### src/rtl/prmd_pkg.sv
// prmd_pkg: types and constants for the packed rotation matrix decoder.
// No dependencies; imported by packed_rotation_matrix_decode, its checkers and tb_top.
package prmd_pkg;

  // Fixed-point 1.0 in signed 4.12
  localparam logic signed [15:0] ONE_FX = 16'sd4096;
  localparam logic signed [15:0] FX_MIN = -16'sd32768;
  localparam logic signed [15:0] FX_MAX = 16'sd32767;
  localparam logic [3:0]         PIVOT_MAX = 4'd8;

  // Width of a packed row element in five-word form
  localparam int unsigned ELEM_W = 13;
  localparam int unsigned PROD_W = 2 * ELEM_W;

  // Companion entries for each pivot position: A, B, +-B, +-A
  typedef logic [3:0] idx_t;
  localparam idx_t COMP_TAB [0:8][0:3] = '{
    '{4'd4, 4'd5, 4'd7, 4'd8}, '{4'd3, 4'd5, 4'd6, 4'd8}, '{4'd3, 4'd4, 4'd6, 4'd7},
    '{4'd1, 4'd2, 4'd7, 4'd8}, '{4'd0, 4'd2, 4'd6, 4'd8}, '{4'd0, 4'd1, 4'd6, 4'd7},
    '{4'd1, 4'd2, 4'd4, 4'd5}, '{4'd0, 4'd2, 4'd3, 4'd5}, '{4'd0, 4'd1, 4'd3, 4'd4}
  };

  // Input transaction
  typedef struct packed {
    logic        pivot_form;
    logic [15:0] word0;
    logic [15:0] word1;
    logic [15:0] word2;
    logic [15:0] word3;
    logic [15:0] word4;
  } prmd_in_t;

  // Result transaction
  typedef struct packed {
    logic signed [15:0] e00;
    logic signed [15:0] e01;
    logic signed [15:0] e02;
    logic signed [15:0] e10;
    logic signed [15:0] e11;
    logic signed [15:0] e12;
    logic signed [15:0] e20;
    logic signed [15:0] e21;
    logic signed [15:0] e22;
    logic               bad_pivot;
  } prmd_out_t;

endpackage

### src/rtl/packed_rotation_matrix_decode.sv
// packed_rotation_matrix_decode: unpacks a compressed 3x3 rotation matrix.
// Depends on prmd_pkg (transaction types, companion table, constants).
//
//  channel  | handshake            | payload     | direction
//  ---------+----------------------+-------------+----------
//  command  | start / busy         | item        | in
//  result   | done (one-cycle)     | result      | out
//
// Three-stage pipeline: input register, decode + six 13x13 products, result
// register; done is registered alongside the result. One transaction is
// accepted every cycle, so busy stays low.
// Synchronous reset clears the stage valid flags and done only; payload is unreset.
// The receiver cannot stall; done marks each result for a single cycle.
module packed_rotation_matrix_decode
  import prmd_pkg::*;
(
  input  logic      clk,
  input  logic      rst,
  input  logic      start,
  output logic      busy,
  input  prmd_in_t  item,
  output logic      done,
  output prmd_out_t result
);

  // Stage valid flags
  logic v0, v1;

  // Stage 0: input register
  prmd_in_t s0;

  // Stage 1 registers
  logic                      form1;
  logic                      bad1;
  logic signed [15:0]        piv1 [9];
  logic signed [ELEM_W-1:0]  row1 [6];
  logic signed [PROD_W-1:0]  prod1 [6];

  // Stage 1 combinational decode
  logic signed [15:0]        piv_m [9];
  logic                      bad_c;
  logic signed [ELEM_W-1:0]  row_c [6];
  logic signed [PROD_W-1:0]  prod_c [6];

  // Stage 2 combinational cross terms
  logic signed [PROD_W:0]    diff [3];
  logic signed [15:0]        cterm [3];
  prmd_out_t                 result_next;

  assign busy = 1'b0;

  // Pipeline control
  always_ff @(posedge clk) begin
    if (rst) begin
      v0   <= 1'b0;
      v1   <= 1'b0;
      done <= 1'b0;
    end else begin
      v0   <= start && !busy;
      v1   <= v0;
      done <= v1;
    end
  end

  // Input register
  always_ff @(posedge clk) begin
    if (start && !busy) begin
      s0 <= item;
    end
  end

  // Pivot form decode
  always_comb begin
    logic [3:0]         pv;
    logic signed [15:0] a, b, na, nb, c_b, c_a;
    pv    = s0.word0[3:0];
    a     = $signed(s0.word1);
    b     = $signed(s0.word2);
    na    = (a == FX_MIN) ? FX_MAX : -a;
    nb    = (b == FX_MIN) ? FX_MAX : -b;
    c_b   = s0.word0[5] ? nb : b;
    c_a   = s0.word0[6] ? na : a;
    bad_c = (pv > PIVOT_MAX);
    for (int j = 0; j < 9; j++) begin
      piv_m[j] = '0;
      if (!bad_c) begin
        if (pv == 4'(j)) begin
          piv_m[j] = s0.word0[4] ? -ONE_FX : ONE_FX;
        end else if (COMP_TAB[pv][0] == 4'(j)) begin
          piv_m[j] = a;
        end else if (COMP_TAB[pv][1] == 4'(j)) begin
          piv_m[j] = b;
        end else if (COMP_TAB[pv][2] == 4'(j)) begin
          piv_m[j] = c_b;
        end else if (COMP_TAB[pv][3] == 4'(j)) begin
          piv_m[j] = c_a;
        end
      end
    end
  end

  // Five-word unpack and cross-product terms
  always_comb begin
    row_c[0] = $signed(s0.word0[15:3]);
    row_c[1] = $signed(s0.word1[15:3]);
    row_c[2] = $signed(s0.word2[15:3]);
    row_c[3] = $signed(s0.word3[15:3]);
    row_c[4] = $signed(s0.word4[15:3]);
    // sixth element gathered from remnants; top two bits of word4's remnant drop
    row_c[5] = $signed({s0.word4[0], s0.word0[2:0], s0.word1[2:0],
                        s0.word2[2:0], s0.word3[2:0]});
    prod_c[0] = row_c[1] * row_c[5];
    prod_c[1] = row_c[2] * row_c[4];
    prod_c[2] = row_c[2] * row_c[3];
    prod_c[3] = row_c[0] * row_c[5];
    prod_c[4] = row_c[0] * row_c[4];
    prod_c[5] = row_c[1] * row_c[3];
  end

  // Stage 1 register
  always_ff @(posedge clk) begin
    if (v0) begin
      form1 <= s0.pivot_form;
      bad1  <= bad_c;
      piv1  <= piv_m;
      row1  <= row_c;
      prod1 <= prod_c;
    end
  end

  // Cross terms: exact difference, arithmetic shift (floor)
  always_comb begin
    for (int k = 0; k < 3; k++) begin
      diff[k]  = (PROD_W+1)'(prod1[2*k]) - (PROD_W+1)'(prod1[2*k+1]);
      cterm[k] = 16'(diff[k] >>> 12);
    end
  end

  // Result selection
  always_comb begin
    if (form1) begin
      result_next.e00       = piv1[0];
      result_next.e01       = piv1[1];
      result_next.e02       = piv1[2];
      result_next.e10       = piv1[3];
      result_next.e11       = piv1[4];
      result_next.e12       = piv1[5];
      result_next.e20       = piv1[6];
      result_next.e21       = piv1[7];
      result_next.e22       = piv1[8];
      result_next.bad_pivot = bad1;
    end else begin
      result_next.e00       = 16'(row1[0]);
      result_next.e01       = 16'(row1[1]);
      result_next.e02       = 16'(row1[2]);
      result_next.e10       = 16'(row1[3]);
      result_next.e11       = 16'(row1[4]);
      result_next.e12       = 16'(row1[5]);
      result_next.e20       = cterm[0];
      result_next.e21       = cterm[1];
      result_next.e22       = cterm[2];
      result_next.bad_pivot = 1'b0;
    end
  end

  // Result register
  always_ff @(posedge clk) begin
    if (v1) begin
      result <= result_next;
    end
  end

endmodule

### config.mk
export PLATFORM = sky130hd
export DESIGN_NAME = packed_rotation_matrix_decode
export DESIGN_NICKNAME = d
export VERILOG_FILES = /design/src/rtl/prmd_pkg.sv /design/src/rtl/packed_rotation_matrix_decode.sv
export SDC_FILE = /design/constraint.sdc
export NUM_CORES = 2
export LEC_CHECK = 0
export BUFFER_PORTS_ARGS = -buffer_cell sky130_fd_sc_hd__buf_2
export CAP_MARGIN = 20
export CORE_ASPECT_RATIO = 1.75
export CORE_MARGIN = 4
export CORE_UTILIZATION = 40
export DETAILED_ROUTE_END_ITERATION = 8
export SYNTH_ARGS = -nofsm -noshare
export SYNTH_HDL_FRONTEND = slang
export SYNTH_SLANG_ARGS = --single-unit
### constraint.sdc
create_clock -name clk -period 16.2 [get_ports clk]
set_input_delay 1.62 -clock clk [delete_from_list [all_inputs] [get_ports clk]]
set_output_delay 1.62 -clock clk [all_outputs]
set_load 0.03 [all_outputs]
* Yosys cells after proc, flatten, opt, wreduce, memory -nomap -nowiden
Memories as Yosys holds them, arrays and structs flattened.
Index checks and enable logic that the tools add are counted.
** Word-level totals
- Bits in registers :: 609
- Bits in read-only memories :: 256
- Bits of input ports :: 84
- Output and inout port bits :: 147
- Logic and storage cells :: 157
- Memories kept :: 1
** Operators by class
- Add/subtract/negate cells :: 5
- Multiply operators :: 6
- Order comparisons :: 2
- Equality and inequality tests :: 42
- Muxes and demuxes :: 53
- Bitwise gates (word level) :: 1
- Reductions and logical operators :: 5
** Memories
- (no name shown) :: words 16, bits a word 16, rd ports 1, clocked after Yosys merged registers in 0, wr ports 0, RTL line packed_rotation_matrix_decode.sv:95 : end else if (COMP_TAB[pv][3] == 4'(j)) begin
** Operators by type and width (number)
- 16-bit 2-to-1 mux :: 52
- 13-bit by 13-bit multiplier with 26-bit output :: 6
- 145-bit 2-to-1 mux :: 1
- 26-bit by 26-bit subtractor with 27-bit output :: 3
- 4-bit by 3-bit == test with 1-bit output, second input constant :: 20
- 4-bit by 2-bit == test with 1-bit output, second input constant :: 10
- 16-bit == test, second input constant :: 2
- 16-bit negation :: 2
- 4-bit by 1-bit == test with 1-bit output, second input constant :: 5
- 4-bit == test, second input constant :: 5
- 4-bit zero test :: 5
- 5-bit greater-or-equal comparator, second input constant :: 1
- 4-bit inverter with 5-bit output :: 1
- 4-bit greater-than comparator, second input constant :: 1

* Logic depth before layout (Yosys ltp)
- Word-level depth :: 10
- Depth in mapped cells :: 26
- Depth with buffers taken out :: 23

* Least setup slack after synthesis
OpenSTA, ideal clock, no wires.
- Kind :: register to register
- Start :: register v0
- End :: register bad1, enable pin
- Library setup time :: 0.782 ns
- Arrival time :: 8.617 ns
- Required time :: 15.418 ns
- Slack :: 6.801 ns
- Cell stages (with the launch flop) :: 1
- Path buffers :: 0
- Clock period less this slack :: 9.399 ns
- Cell sequence :: dfxtp_1
** RTL lines
- from (decl) :: RTL line packed_rotation_matrix_decode.sv:27 : logic v0, v1;
- from (signal assigned) :: RTL line packed_rotation_matrix_decode.sv:59 : v0 <= start && !busy;
- to (signal assigned) :: RTL line packed_rotation_matrix_decode.sv:124 : bad1 <= bad_c;
- to (decl) :: RTL line packed_rotation_matrix_decode.sv:34 : logic bad1;
No word-level cell between the ends.

==> results.sh <==
export IMPL_drv_cap=0
export IMPL_yosys_area_share_adder=0.392
export IMPL_yosys_area_share_simple=0.127
export IMPL_clock_latency_ps=680
export IMPL_via_count=46100
export IMPL_dpl_hpwl_um=145000
export IMPL_grt_max_degree=75
export IMPL_syn_inst=6255
export IMPL_slew_viol_final=0
export IMPL_fin_setup_tns_ps=0
export IMPL_first_pass_iters=7
export IMPL_avgSynthCellArea_um2=10.4
export IMPL_cp_max_fo=22
export IMPL_postCtsHoldBufs=0
export IMPL_ant_nets=0
export IMPL_die_w_um=313
export IMPL_coreArea_mm2=0.162
export IMPL_grt_util_all_layers=0.229
export IMPL_cts_resized=0
export IMPL_slew_headroom=0.240
export IMPL_crit_arrival_ps=7690
export IMPL_grt_antenna_before_repair=18
export IMPL_multi_input_area_mm2=0.0414
export IMPL_n_fill_cell=15200
export IMPL_async_reset_ff_frac=0
export IMPL_postLayoutCoreUtil=0.440
export IMPL_synth_edff_count=604
export IMPL_netlist_area_leader_share=0.299
export IMPL_start_util=0.403
export IMPL_regArea_mm2=0.0182
export IMPL_root_buffer="clkbuf_16"
export IMPL_synth_compound_area_share=0.0779
export IMPL_drt_total_wl_um=193000
export IMPL_postCtsSetupBuffers=0
export IMPL_dr_first_iter_drc_count=3387
export IMPL_syn_to_final_growth_pct=9.22
export IMPL_ys_ff_latch=607
export IMPL_clk_path_buf_depth=3
export IMPL_finalCritPeriodShare=0.450
export IMPL_required_ps=16600
export IMPL_end_kind="register"
export IMPL_drive_gt1_frac=0.0923
export IMPL_rows=195
export IMPL_yosysUniqueCellTypes=94
export IMPL_synth_top_family_by_area="adder cells"
export IMPL_hold_path_class="reg2reg"
export IMPL_syn_nets=7795
export IMPL_hold_viol_final=0
export IMPL_die_h_um=542
export IMPL_setup_viol=0
export IMPL_cts_tree="built"
export IMPL_finClkSkew_ps=47.5
export IMPL_grt_ovfl_total=0
export IMPL_cp_start_kind="register"
export IMPL_cts_htree_levels=3
export IMPL_num_io_pins=231
export IMPL_ys_warnings_count=0
export IMPL_dieArea_mm2=0.169
export IMPL_pre_cts_ws_ps=8970
export IMPL_gp_congestion=0.958
export IMPL_clock_sinks=607
export IMPL_wire_per_inst_um=22.4
export IMPL_clk_pin_slew_ps=70
export IMPL_numCtsBuffers=66
export IMPL_setup_slack_ps=8910
export IMPL_drt_drc_violations_left=0
export IMPL_fin_crit_ps=7290
export IMPL_fmax_mhz=137
export IMPL_yosys_area_top_type="fa_1"
export IMPL_grt_pass1_vias=49600
export IMPL_synth_seq_area_share=0.280
export IMPL_rsz0062_at_grt="false"
export IMPL_grt_pass1_wl_um=294000
export IMPL_synthMuxAreaShare=0.0128
export IMPL_nNetsFinal=7905
export IMPL_port_buffer_count=227
export IMPL_synthTopCellsByArea="fa_1, edfxtp_1, ha_1"
export IMPL_crit_type="reg2reg"
export IMPL_synth_xor_area_share=0.0250
export IMPL_worstMarginPinSlew_ps=1140
export IMPL_status="finished, final reports clean"
export IMPL_avgViaCountPerCell=5.36
export IMPL_syn_area_mm2=0.0651
export IMPL_synth_flop_cell="edfxtp_1"
cell families after synthesis:
group                      Yosys count
AOI/OAI and AO/OA                  735
DFF                                607
other                                1
xor gates and xnor gates           186
adders and majority gates         1456
and+or+nand+nor                   1724
muxes                               74
buffers and inverters             1472
path summary, 6_finish.rpt:
| check | start | slack (ps) | end | depth (start not counted) |
|---|---|---|---|---|
| max | row_c[58]$_DFFE_PP_ | 8910 | prod1[24]$_DFFE_PP_ | 19 |
| min | s0[80]$_DFFE_PP_ | 460 | form1$_DFFE_PP_ | 0 |
| max reg2reg | row_c[58]$_DFFE_PP_ | 8910 | prod1[24]$_DFFE_PP_ | 19 |
| min reg2reg | s0[80]$_DFFE_PP_ | 460 | form1$_DFFE_PP_ | 0 |
sequential cells by signal (all words and copies together), names as in the netlist:
name,flops
bad1,1
row_c,78
form1,1
result,145
v0,1
s0,1
v1,1
done,1
row1,78
prod1,156
piv1,144
Yosys cell counts, drive strengths merged, types with 46 or more instances:
library cell  number
o21a              46
nor3              65
o21ai            149
mux2              72
inv             1158
nand2            728
a21oi            163
a221oi            51
clkbuf           279
edfxtp           604
and2             442
ha               484
nor2             283
xnor2            143
fa               972
layer usage:
metal / GRT usage / routed length (um) / part of all wire / vias to the layer above
met5: 0 / 25 / 0.00013 / -
met4: 0.130 / 12900 / 0.067 / 4
met3: 0.0368 / 12300 / 0.064 / 543
met2: 0.412 / 98400 / 0.51 / 1759
met1: 0.256 / 68800 / 0.36 / 23500
li1: - / - / - / 20300
layout make-up:
| type | count | area share |
|---|---|---|
| timing repair buffer | 354 | 0.0296 |
| clock buffer | 73 | 0.0236 |
| clock inverter | 47 | 0.00903 |
| tap | 2167 | 0.0381 |
| inverter | 1160 | 0.0613 |
| sequential | 607 | 0.256 |
| antenna | 6 | 0.000211 |
| multi-input combinational | 4176 | 0.582 |
through the flow:
stage,cells,hold slack [ps],cell area (um2)
final,8590,462,71100
after global routing,8585,465,71100
after CTS,8581,461,71000
after detailed placement,8461,434,68700
after global placement,8460,453,68700
after floorplan,6255,400,65100
worst max-delay path, stage by stage (launching register included):
cell and delay (ps):
edfxtp_1 340, buf_4 330, buf_4 480, nand2_1 130
fa_1 490, inv_1 50, fa_1 480, fa_1 590
fa_1 430, fa_1 530, fa_1 440, ha_1 370
a21o_1 220, a221oi_1 390, o32ai_1 240, o41ai_1 520
nor2_1 120, a2111oi_2 460, a21oi_1 140, xor2_1 180
placed cells by master (no fill, tap or decap), types with 8 or more instances in the layout:
cell	n
nand2b_1	38
a211oi_1	38
or2_2	13
clkbuf_16	66
o21bai_1	10
a21oi_1	162
xnor2_1	143
a22oi_1	44
nor2_1	281
buf_4	124
o21a_1	46
nor3b_1	9
nand3_1	35
o21ai_0	122
ha_1	484
edfxtp_1	604
nand4_1	13
and3_1	16
or3_1	12
o21ai_1	17
a21o_1	42
mux2_2	72
a211o_1	11
nand2_1	727
clkinv_2	8
a221oi_1	50
o211ai_1	19
fa_1	972
and2_1	441
o21ai_2	10
o31ai_1	25
inv_1	1157
a222oi_1	20
nor2b_1	28
nor3_1	63
xor2_1	43
buf_2	226
bufinv_16	10
clkinv_1	14
a31oi_1	22
Power is left out: the tool's default activity adds up to more than one toggle a clock period on the data nets, which glitch-free logic cannot reach.
